## src/wsmga_pkg.sv

```systemverilog
// Package for the wind speed mean and gust aggregator.
// Field widths, register indexes, reset values and fixed-point constants.
`timescale 1ns / 1ps

package wsmga_pkg;

  // Default parameter values
  localparam int ADC_BITS_DEF   = 12;
  localparam int COUNT_BITS_DEF = 16;

  // Configuration port
  localparam int CFG_IDX_W  = 2;
  localparam int CFG_DATA_W = 20;
  localparam int MVPC_W     = 20;
  localparam int CFGS_W     = 16;

  localparam logic [CFG_IDX_W-1:0] CFG_IDX_MVPC   = 2'd0;
  localparam logic [CFG_IDX_W-1:0] CFG_IDX_RATIO  = 2'd1;
  localparam logic [CFG_IDX_W-1:0] CFG_IDX_FACTOR = 2'd2;
  localparam logic [CFG_IDX_W-1:0] CFG_IDX_OFFSET = 2'd3;

  localparam logic [MVPC_W-1:0]        MVPC_RST   = 20'd52813;
  localparam logic signed [CFGS_W-1:0] RATIO_RST  = 16'sd6144;
  localparam logic signed [CFGS_W-1:0] FACTOR_RST = 16'sd256;
  localparam logic signed [CFGS_W-1:0] OFFSET_RST = 16'sd0;

  // Divider ratio as used in the product: positive unsigned Q3.12 only
  localparam int                       RATIO_EFF_W = 15;
  localparam logic [RATIO_EFF_W-1:0]   RATIO_ONE   = 15'd4096;

  // Fixed-point split and shifts
  localparam int LO_W      = 18;
  localparam int MV_SHIFT  = 28;
  localparam int SPD_FRAC  = 8;

  // Result and accumulator widths
  localparam int SPEED_W  = 20;
  localparam int MV_OUT_W = 16;
  localparam int SS_W     = 36;
  localparam int MS_W     = 32;
  localparam int DIV_W    = SS_W + 1;

  localparam logic [SPEED_W-1:0]  SPEED_MAX  = '1;
  localparam logic [MV_OUT_W-1:0] MV_OUT_MAX = '1;

endpackage

```

## src/wind_speed_mean_gust_aggregator.sv

```systemverilog
// Top level of the wind speed mean and gust aggregator: sequencer, state, config.
// Depends on wsmga_pkg, wsmga_mul and wsmga_div.
//
//   channel | ports                               | direction | payload
//   --------+-------------------------------------+-----------+---------------------------
//   in      | in_valid, in_stall                  | into      | in_mode, in_raw
//   out     | out_valid, out_stall                | out of    | mean speed, gust, mean mV
//   cfg     | cfg_we, cfg_idx, cfg_wdata          | into      | four setup registers
//
// A sample request occupies the block for four passes through the one shared multiplier,
// with mV, offset, speed and accumulate steps among and after them.
// A report with samples then waits in the bit-serial divider until both quotients are done;
// a report with no samples does not use the divider. A report also waits while an earlier result is
// still held at the output. Reset is synchronous and clears sums, count, gust and config.
// out_stall only holds the output register; a new request is taken meanwhile.
`timescale 1ns / 1ps

module wind_speed_mean_gust_aggregator #(
  parameter int ADC_BITS   = wsmga_pkg::ADC_BITS_DEF,
  parameter int COUNT_BITS = wsmga_pkg::COUNT_BITS_DEF
) (
  input  logic                                clk,
  input  logic                                rst_n,
  input  logic                                in_valid,
  output logic                                in_stall,
  input  logic                                in_mode,
  input  logic [ADC_BITS-1:0]                 in_raw,
  output logic                                out_valid,
  input  logic                                out_stall,
  output logic [wsmga_pkg::SPEED_W-1:0]       out_mean_speed,
  output logic [wsmga_pkg::SPEED_W-1:0]       out_gust_speed,
  output logic [wsmga_pkg::MV_OUT_W-1:0]      out_mean_mv,
  input  logic                                cfg_we,
  input  logic [wsmga_pkg::CFG_IDX_W-1:0]     cfg_idx,
  input  logic [wsmga_pkg::CFG_DATA_W-1:0]    cfg_wdata
);

  localparam int SPEED_W = wsmga_pkg::SPEED_W;
  localparam int MVO_W   = wsmga_pkg::MV_OUT_W;
  localparam int SS_W    = wsmga_pkg::SS_W;
  localparam int MS_W    = wsmga_pkg::MS_W;
  localparam int DIV_W   = wsmga_pkg::DIV_W;
  localparam int LO_W    = wsmga_pkg::LO_W;
  localparam int RE_W    = wsmga_pkg::RATIO_EFF_W;
  localparam int CFGS_W  = wsmga_pkg::CFGS_W;
  localparam int MVPC_W  = wsmga_pkg::MVPC_W;
  localparam int SFRAC   = wsmga_pkg::SPD_FRAC;

  // raw * scale, its split and the divider-ratio partial products
  localparam int R1_W   = ADC_BITS + MVPC_W;
  localparam int HI_W   = R1_W - LO_W;
  localparam int LO_P_W = LO_W + RE_W;
  localparam int HI_P_W = HI_W + RE_W;
  localparam int TOT_W  = R1_W + RE_W + 1;
  localparam int MV_W   = TOT_W - wsmga_pkg::MV_SHIFT;
  localparam int D_W    = MV_W + 2;
  localparam int MA_W   = (D_W > LO_W + 1) ? D_W : LO_W + 1;
  localparam int MB_W   = MVPC_W + 1;
  localparam int P_W    = MA_W + MB_W;

  typedef enum logic [9:0] {
    S_IDLE = 10'b0000000001,
    S_M1   = 10'b0000000010,
    S_M2   = 10'b0000000100,
    S_M3   = 10'b0000001000,
    S_MV   = 10'b0000010000,
    S_SUB  = 10'b0000100000,
    S_M4   = 10'b0001000000,
    S_SPD  = 10'b0010000000,
    S_ACC  = 10'b0100000000,
    S_DIV  = 10'b1000000000
  } state_t;

  // control and state
  state_t                    state_r, state_nxt;
  logic [SS_W-1:0]           ss_r, ss_nxt;
  logic [MS_W-1:0]           ms_r, ms_nxt;
  logic [COUNT_BITS-1:0]     cnt_r, cnt_nxt;
  logic [SPEED_W-1:0]        gust_r, gust_nxt;
  logic                      out_valid_r, out_valid_nxt;

  // configuration
  logic [MVPC_W-1:0]         mvpc_r, mvpc_nxt;
  logic signed [CFGS_W-1:0]  ratio_r, ratio_nxt;
  logic signed [CFGS_W-1:0]  factor_r, factor_nxt;
  logic signed [CFGS_W-1:0]  offset_r, offset_nxt;

  // working payload
  logic                      mode_r, mode_nxt;
  logic [ADC_BITS-1:0]       raw_r, raw_nxt;
  logic [HI_W-1:0]           hi_r, hi_nxt;
  logic [LO_P_W-1:0]         lo_r, lo_nxt;
  logic [MV_W-1:0]           mv_r, mv_nxt;
  logic signed [D_W-1:0]     d_r, d_nxt;
  logic [SPEED_W-1:0]        speed_r, speed_nxt;
  logic [SPEED_W-1:0]        mean_spd_r, mean_spd_nxt;
  logic [SPEED_W-1:0]        gust_out_r, gust_out_nxt;
  logic [MVO_W-1:0]          mean_mv_r, mean_mv_nxt;

  // shared multiplier
  logic                      mul_en;
  logic signed [MA_W-1:0]    mul_a;
  logic signed [MB_W-1:0]    mul_b;
  logic signed [P_W-1:0]     mul_p;

  // dividers
  logic                      div_start;
  logic                      spd_busy, mv_busy;
  logic [DIV_W-1:0]          spd_dvd, mv_dvd;
  logic [DIV_W-1:0]          spd_q, mv_q;

  // datapath helpers
  logic [RE_W-1:0]           ratio_eff;
  logic [TOT_W-1:0]          mv_total;
  logic [P_W-1:0]            spd_rnd;
  logic [P_W-1:0]            spd_shr;
  logic [SPEED_W-1:0]        spd_calc;
  logic [SS_W:0]             ss_add;
  logic [MS_W:0]             ms_add;
  logic [MVO_W-1:0]          mv_sat;
  logic                      out_free;

  wsmga_mul #(.AW(MA_W), .BW(MB_W)) u_mul (
    .clk  (clk),
    .en   (mul_en),
    .a    (mul_a),
    .b    (mul_b),
    .prod (mul_p)
  );

  wsmga_div #(.DW(DIV_W), .VW(COUNT_BITS)) u_div_spd (
    .clk      (clk),
    .rst_n    (rst_n),
    .start    (div_start),
    .dividend (spd_dvd),
    .divisor  (cnt_r),
    .busy     (spd_busy),
    .quo      (spd_q)
  );

  wsmga_div #(.DW(DIV_W), .VW(COUNT_BITS)) u_div_mv (
    .clk      (clk),
    .rst_n    (rst_n),
    .start    (div_start),
    .dividend (mv_dvd),
    .divisor  (cnt_r),
    .busy     (mv_busy),
    .quo      (mv_q)
  );

  // non-positive divider ratio counts as 1.0
  assign ratio_eff = (!ratio_r[CFGS_W-1] && (ratio_r != '0)) ? ratio_r[RE_W-1:0]
                                                            : wsmga_pkg::RATIO_ONE;

  // millivolts: low and high partial products recombined, half-up rounding
  assign mv_total = TOT_W'(lo_r)
                  + (TOT_W'(mul_p[HI_P_W-1:0]) << LO_W)
                  + (TOT_W'(1) << (wsmga_pkg::MV_SHIFT - 1));

  // speed: clamp at zero, round Q8 away, saturate at the field top
  assign spd_rnd = P_W'(mul_p) + (P_W'(1) << (SFRAC - 1));
  assign spd_shr = spd_rnd >> SFRAC;
  always_comb begin
    if (mul_p[P_W-1] || (mul_p == '0)) begin
      spd_calc = '0;
    end else if (spd_shr > P_W'(wsmga_pkg::SPEED_MAX)) begin
      spd_calc = wsmga_pkg::SPEED_MAX;
    end else begin
      spd_calc = spd_shr[SPEED_W-1:0];
    end
  end

  // saturating running sums
  assign ss_add = {1'b0, ss_r} + (SS_W + 1)'(speed_r);
  assign ms_add = {1'b0, ms_r} + (MS_W + 1)'(mv_r);
  assign mv_sat = (mv_r > MV_W'(wsmga_pkg::MV_OUT_MAX)) ? wsmga_pkg::MV_OUT_MAX
                                                       : mv_r[MVO_W-1:0];

  // rounded means: count/2 added before dividing
  assign spd_dvd = DIV_W'(ss_r) + DIV_W'(cnt_r >> 1);
  assign mv_dvd  = DIV_W'(ms_r) + DIV_W'(cnt_r >> 1);

  assign out_free = !out_valid_r || !out_stall;

  // sequencer
  always_comb begin
    state_nxt    = state_r;
    ss_nxt       = ss_r;
    ms_nxt       = ms_r;
    cnt_nxt      = cnt_r;
    gust_nxt     = gust_r;
    mode_nxt     = mode_r;
    raw_nxt      = raw_r;
    hi_nxt       = hi_r;
    lo_nxt       = lo_r;
    mv_nxt       = mv_r;
    d_nxt        = d_r;
    speed_nxt    = speed_r;
    mean_spd_nxt = mean_spd_r;
    gust_out_nxt = gust_out_r;
    mean_mv_nxt  = mean_mv_r;
    mul_en       = 1'b0;
    mul_a        = '0;
    mul_b        = '0;
    div_start    = 1'b0;
    out_valid_nxt = out_valid_r && out_stall;

    unique case (state_r)
      S_IDLE: begin
        if (in_valid) begin
          mode_nxt  = in_mode;
          raw_nxt   = in_raw;
          state_nxt = S_M1;
        end
      end
      // raw counts times mV-per-count scale
      S_M1: begin
        mul_en    = 1'b1;
        mul_a     = MA_W'(raw_r);
        mul_b     = MB_W'(mvpc_r);
        state_nxt = S_M2;
      end
      // low half times divider ratio; keep high half
      S_M2: begin
        hi_nxt    = mul_p[R1_W-1:LO_W];
        mul_en    = 1'b1;
        mul_a     = MA_W'(mul_p[LO_W-1:0]);
        mul_b     = MB_W'(ratio_eff);
        state_nxt = S_M3;
      end
      // high half times divider ratio; keep low product
      S_M3: begin
        lo_nxt    = mul_p[LO_P_W-1:0];
        mul_en    = 1'b1;
        mul_a     = MA_W'(hi_r);
        mul_b     = MB_W'(ratio_eff);
        state_nxt = S_MV;
      end
      S_MV: begin
        mv_nxt    = mv_total[TOT_W-1:wsmga_pkg::MV_SHIFT];
        state_nxt = S_SUB;
      end
      S_SUB: begin
        d_nxt     = D_W'({1'b0, mv_r}) - D_W'(offset_r);
        state_nxt = S_M4;
      end
      // (mV - offset) times speed factor
      S_M4: begin
        mul_en    = 1'b1;
        mul_a     = MA_W'(d_r);
        mul_b     = MB_W'(factor_r);
        state_nxt = S_SPD;
      end
      S_SPD: begin
        speed_nxt = spd_calc;
        state_nxt = S_ACC;
      end
      S_ACC: begin
        if (!mode_r) begin
          // sample: sums and count freeze once the count is full
          if (cnt_r != '1) begin
            ss_nxt  = ss_add[SS_W] ? '1 : ss_add[SS_W-1:0];
            ms_nxt  = ms_add[MS_W] ? '1 : ms_add[MS_W-1:0];
            cnt_nxt = cnt_r + 1'b1;
          end
          if (speed_r > gust_r) begin
            gust_nxt = speed_r;
          end
          state_nxt = S_IDLE;
        end else if (cnt_r == '0) begin
          // empty period: report this request's own reading
          if (out_free) begin
            mean_spd_nxt  = speed_r;
            gust_out_nxt  = speed_r;
            mean_mv_nxt   = mv_sat;
            out_valid_nxt = 1'b1;
            state_nxt     = S_IDLE;
          end
        end else begin
          div_start = 1'b1;
          state_nxt = S_DIV;
        end
      end
      S_DIV: begin
        if (!spd_busy && !mv_busy && out_free) begin
          mean_spd_nxt  = (spd_q > DIV_W'(wsmga_pkg::SPEED_MAX)) ? wsmga_pkg::SPEED_MAX
                                                                 : spd_q[SPEED_W-1:0];
          mean_mv_nxt   = (mv_q > DIV_W'(wsmga_pkg::MV_OUT_MAX)) ? wsmga_pkg::MV_OUT_MAX
                                                                : mv_q[MVO_W-1:0];
          gust_out_nxt  = gust_r;
          out_valid_nxt = 1'b1;
          ss_nxt        = '0;
          ms_nxt        = '0;
          cnt_nxt       = '0;
          gust_nxt      = '0;
          state_nxt     = S_IDLE;
        end
      end
      default: begin
        state_nxt = S_IDLE;
      end
    endcase
  end

  // configuration writes
  always_comb begin
    mvpc_nxt   = mvpc_r;
    ratio_nxt  = ratio_r;
    factor_nxt = factor_r;
    offset_nxt = offset_r;
    if (cfg_we) begin
      unique case (cfg_idx)
        wsmga_pkg::CFG_IDX_MVPC:   mvpc_nxt   = cfg_wdata[MVPC_W-1:0];
        wsmga_pkg::CFG_IDX_RATIO:  ratio_nxt  = cfg_wdata[CFGS_W-1:0];
        wsmga_pkg::CFG_IDX_FACTOR: factor_nxt = cfg_wdata[CFGS_W-1:0];
        wsmga_pkg::CFG_IDX_OFFSET: offset_nxt = cfg_wdata[CFGS_W-1:0];
        default: begin
        end
      endcase
    end
  end

  // control and configuration registers
  always_ff @(posedge clk) begin
    if (!rst_n) begin
      state_r     <= S_IDLE;
      ss_r        <= '0;
      ms_r        <= '0;
      cnt_r       <= '0;
      gust_r      <= '0;
      out_valid_r <= 1'b0;
      mvpc_r      <= wsmga_pkg::MVPC_RST;
      ratio_r     <= wsmga_pkg::RATIO_RST;
      factor_r    <= wsmga_pkg::FACTOR_RST;
      offset_r    <= wsmga_pkg::OFFSET_RST;
    end else begin
      state_r     <= state_nxt;
      ss_r        <= ss_nxt;
      ms_r        <= ms_nxt;
      cnt_r       <= cnt_nxt;
      gust_r      <= gust_nxt;
      out_valid_r <= out_valid_nxt;
      mvpc_r      <= mvpc_nxt;
      ratio_r     <= ratio_nxt;
      factor_r    <= factor_nxt;
      offset_r    <= offset_nxt;
    end
  end

  // payload registers
  always_ff @(posedge clk) begin
    mode_r     <= mode_nxt;
    raw_r      <= raw_nxt;
    hi_r       <= hi_nxt;
    lo_r       <= lo_nxt;
    mv_r       <= mv_nxt;
    d_r        <= d_nxt;
    speed_r    <= speed_nxt;
    mean_spd_r <= mean_spd_nxt;
    gust_out_r <= gust_out_nxt;
    mean_mv_r  <= mean_mv_nxt;
  end

  assign in_stall       = (state_r != S_IDLE);
  assign out_valid      = out_valid_r;
  assign out_mean_speed = mean_spd_r;
  assign out_gust_speed = gust_out_r;
  assign out_mean_mv    = mean_mv_r;

endmodule

```

## src/wsmga_mul.sv

```systemverilog
// Shared signed multiplier with registered product.
// Depends on nothing; sized by the top level.
`timescale 1ns / 1ps

module wsmga_mul #(
  parameter int AW = 26,
  parameter int BW = 21
) (
  input  logic                    clk,
  input  logic                    en,
  input  logic signed [AW-1:0]    a,
  input  logic signed [BW-1:0]    b,
  output logic signed [AW+BW-1:0] prod
);

  logic signed [AW+BW-1:0] prod_r;
  logic signed [AW+BW-1:0] prod_nxt;

  // product is taken only on the cycles the sequencer asks for it
  always_comb begin
    prod_nxt = en ? a * b : prod_r;
  end

  always_ff @(posedge clk) begin
    prod_r <= prod_nxt;
  end

  assign prod = prod_r;

endmodule

```

## src/wsmga_div.sv

```systemverilog
// Bit-serial restoring divider, one quotient bit per cycle while busy.
// Depends on nothing; sized by the top level.
`timescale 1ns / 1ps

module wsmga_div #(
  parameter int DW = 37,
  parameter int VW = 16
) (
  input  logic          clk,
  input  logic          rst_n,
  input  logic          start,
  input  logic [DW-1:0] dividend,
  input  logic [VW-1:0] divisor,
  output logic          busy,
  output logic [DW-1:0] quo
);

  localparam int CW = $clog2(DW);

  logic          busy_r, busy_nxt;
  logic [CW-1:0] cnt_r, cnt_nxt;
  logic [VW-1:0] rem_r, rem_nxt;
  logic [DW-1:0] quo_r, quo_nxt;
  logic [VW-1:0] div_r, div_nxt;

  logic [VW:0] sh;
  logic [VW:0] diff;
  logic        ge;

  // one restoring step: shift in the next dividend bit, subtract if it fits
  always_comb begin
    sh   = {rem_r, quo_r[DW-1]};
    diff = sh - {1'b0, div_r};
    ge   = (sh >= {1'b0, div_r});
  end

  always_comb begin
    busy_nxt = busy_r;
    cnt_nxt  = cnt_r;
    rem_nxt  = rem_r;
    quo_nxt  = quo_r;
    div_nxt  = div_r;
    if (start) begin
      busy_nxt = 1'b1;
      cnt_nxt  = '0;
      rem_nxt  = '0;
      quo_nxt  = dividend;
      div_nxt  = divisor;
    end else if (busy_r) begin
      rem_nxt = ge ? diff[VW-1:0] : sh[VW-1:0];
      quo_nxt = {quo_r[DW-2:0], ge};
      cnt_nxt = cnt_r + 1'b1;
      if (cnt_r == CW'(DW - 1)) begin
        busy_nxt = 1'b0;
      end
    end
  end

  always_ff @(posedge clk) begin
    if (!rst_n) begin
      busy_r <= 1'b0;
      cnt_r  <= '0;
    end else begin
      busy_r <= busy_nxt;
      cnt_r  <= cnt_nxt;
    end
  end

  always_ff @(posedge clk) begin
    rem_r <= rem_nxt;
    quo_r <= quo_nxt;
    div_r <= div_nxt;
  end

  assign busy = busy_r;
  assign quo  = quo_r;

endmodule

```

## config.mk

```make
export PLATFORM = sky130hd
export DESIGN_NAME = wind_speed_mean_gust_aggregator
export DESIGN_NICKNAME = d
export VERILOG_FILES = /design/src/wsmga_pkg.sv /design/src/wind_speed_mean_gust_aggregator.sv /design/src/wsmga_mul.sv /design/src/wsmga_div.sv
export SDC_FILE = /design/constraint.sdc
export NUM_CORES = 2
export LEC_CHECK = 0
export BUFFER_PORTS_ARGS = -buffer_cell sky130_fd_sc_hd__buf_2
export CAP_MARGIN = 20
export CELL_PAD_IN_SITES_DETAIL_PLACEMENT = 1
export CELL_PAD_IN_SITES_GLOBAL_PLACEMENT = 2
export CORE_MARGIN = 2
export CORE_UTILIZATION = 45
export CTS_CLUSTER_SIZE = 24
export DETAILED_ROUTE_END_ITERATION = 10
export PLACE_DENSITY_LB_ADDON = 0.05
export SLEW_MARGIN = 20
export SYNTH_ARGS = -nofsm -noshare
export SYNTH_HDL_FRONTEND = slang
export SYNTH_HIERARCHICAL = 1
export SYNTH_SLANG_ARGS = --single-unit
export TNS_END_PERCENT = 10
```

## constraint.sdc

```tcl
create_clock -name clk -period 15.6 [get_ports clk]
set_clock_uncertainty 0.1 [all_clocks]
set_input_delay 3.12 -clock clk [delete_from_list [all_inputs] [get_ports clk]]
set_output_delay 3.12 -clock clk [all_outputs]
set_load 0.02 [all_outputs]
```

==> results.cfg <==
[critical_path]
cpMostUsedCell = fa_1
critPathKind = flop to flop
cp.required_ns = 15.86
arrival_ns = 10.58
end_kind = flop
worst-path-max-fanout = 32
crit_slowest_cell = o21a_1
max_stage_delay_ns = 0.63
start_kind = flop

[sta]
relSlewSlack_pct = 25.5
post-route-period-util_pct = 66.1
min_period_ns = 10.31
finalSetupViolations = 0
tightest_slew_ns = 1.12
rsz0062_at_grt = false
holdWs_ns = 0.356
drv_slew = 0
finalHoldViolCount = 0
final.setup.tns_ns = 0
max_clock_freq_mhz = 97.0

[global_route]
grt_max_degree = 74
overflow = 0
grt_pass1_vias = 38100
grt_usage_pct = 26.8
grt_pass1_wl_um = 223000
antenna_found_initial = 6

[power_and_ir_drop]
p_switching_w = 0.000825
p_leak_nw = 22.8
p_int_w = 0.00257
ir_drop_uv = 71.3
power_frac_comb_pct = 6.1
power_w = 0.00339
p_clk_share_pct = 48.4
power.density_nw_per_um2 = 66.3
swShare_pct = 24.3
power_frac_seq_pct = 45.4

[routing]
finalWirelength_um = 142000
dr.first_iter.drc_count = 1982
dr.pass1.iters = 8
drtAntennaViolNets = 0
post-route-drc-count = 0
vias = 35300
routedWlPerCell_um = 22.2
viasPerCell = 5.53

[synthesis]
ys_ff_latch = 538
netlist.area_leader.share_pct = 20.7
synth-main-ff-cell = edfxtp_1
ys_seq_area_share_pct = 29.5
netlist_top_cells_area = fa_1, edfxtp_1, dfxtp_1, ha_1, inv_1
synth-edff-count = 309
synth-warning-count = 6
syn-mean-instance-area_um2 = 9.48
yosysTopAreaCell = fa_1
synthesis.area_um2 = 47000
async_flop_share_pct = 0
syn_inst = 4954
synth_cell_types = 102

[clock_tree]
clk_pin_slew_ns = 0.06
insertion_delay_ns = 0.64
ctsResizeCount = 0
hold_buffers = 0
cts.path.max_buffers = 3
ctsHtreeMaxLevel = 3
clock-sinks = 538
root_buffer = clkbuf_16
cts_setup_buffers = 0
cts_tree = built
numCtsBuffers = 67

[die]
dieArea_um2 = 107000
die_h_um = 327
start_util_pct = 45.4
ios = 98
die_width_um = 327
num_rows = 118
coreArea_um2 = 103000

[layout]
syn_to_final_growth_pct = 8.80
seq_area_um2 = 13900
drive_above_1_share_pct = 8.32
nNetsFinal = 5766
fillers = 11700
finish.utilization_pct = 49.4
multiInputGateArea_um2 = 29500
antenna_cells = 0

[place]
gp_congestion = 0.831
port_buffers = 97
place.detailed.hpwl_um = 109000

[run_status]
status = finished clean

[flow_run]
max_cap_viol_count = 0

[worst_hold_path]
hold_path_class = flop to flop
[cells in the mapped netlist (all sizes together), types with 24 or more instances]
library cell / number
inv: 729
nand2: 643
fa: 485
edfxtp: 309
ha: 291
a21oi: 248
dfxtp: 229
nor2: 223
and2: 203
clkbuf: 189
o21ai: 156
xnor2: 150
nand3: 91
xor2: 81
mux2: 75
a21o: 66
nor3: 63
nand4: 46
nand2b: 41
and3: 40
a211oi: 37
buf: 37
nor4: 37
a31oi: 36
o22a: 36
o21a: 30
a22oi: 27
a22o: 24
[critical path: cells and delay by family (launching register included)]
| kind | cells | cell delay, ns |
|---|---|---|
| mux | 1 | 0.24 |
| simple gates | 6 | 1.56 |
| buf+inv | 6 | 1.16 |
| flops | 1 | 0.33 |
| compound gates | 9 | 2.71 |
| fa+ha+maj | 8 | 3.87 |
[per-layer routing]
metal / vias to the layer above / GRT usage (%) / share of wire [%]
met5: - / 0 / 0
li1: 16500 / - / -
met2: 517 / 46.6 / 49
met3: 178 / 2.94 / 3.2
met4: 0 / 6.91 / 2.5
met1: 18100 / 35.5 / 45
[path summary, 6_finish.rpt]
path	start	endpoint	slack [ns]	cells past startpoint
worst max-delay path	state_r[9]	u_mul/prod[40]	5.29	30
worst min-delay path	offset_r[5]	offset_r[5]	0.36	2
worst max register to register	state_r[9]	u_mul/prod[40]	5.29	30
worst min register to register	offset_r[5]	offset_r[5]	0.36	2
[through the flow]
stage	setup WS, ns	cells	instance area, um^2
final	5.29	6383	51100
after global routing	4.62	6383	51100
after CTS	5.30	6380	51100
after detailed placement	5.31	6258	48700
after global placement	5.48	6257	48700
after floorplan	6.60	4957	47000
[power by group through the flow]
stage	registers, W	logic (W)	clock network (W)
finish	0.00154	0.000208	0.00164
global route	0.00154	0.000231	0.00174
CTS	0.00154	0.000209	0.00168
detailed placement	0.00157	0.000208	0
global placement	0.00157	0.000205	0
floorplan	0.00156	0.000147	0
[placed cells by master, fill, tap and decap left out, drive strengths merged, types with 19 or more instances in the layout]
master,netlist,routed
a211oi,37,37
a21o,66,66
a21oi,248,248
a22o,24,24
a22oi,27,27
a31oi,36,36
and2,203,203
and3,40,40
and4,20,20
buf,37,149
clkbuf,189,87
clkinv,0,22
dfxtp,229,229
edfxtp,309,309
fa,485,485
ha,291,291
inv,729,734
mux2,75,75
mux2i,19,19
nand2,643,643
nand2b,41,41
nand3,91,91
nand4,46,46
nor2,223,223
nor2b,20,20
nor3,63,63
nor4,37,37
o211ai,20,20
o21a,30,30
o21ai,156,156
o22a,36,36
or2,21,21
xnor2,150,150
xor2,81,81
[area by class of cell]
type                    instances  area share [%]
well taps                    1380            3.38
repair buffers                150            1.78
clock inverters                36           0.877
inverters                     729            5.35
flip-flops and latches        538            27.1
multi-input cells            3464            57.8
clock buffers                  86            3.66
[registers in the layout, summed over array words and instances (netlist names), 22 cells and up]
name	count
ms_r	32
u_div_mv/quo	37
d_r	22
u_div_spd/quo	37
ss_r	36
u_mul/prod	43
[kinds of logic (layout without fill, tap and decap cells)]
logic type	Yosys count	in the layout	synth area share (%)
simple gates	1509	1509	15.6
buf+inv	955	1001	7.78
compound gates	850	850	12.2
fa+ha+maj	776	776	28.4
flops	538	538	29.5
xor+xnor	231	231	4.31
mux	94	94	2.20
other cells	1	4	0.00798
Power figures use the tool's default switching activity.
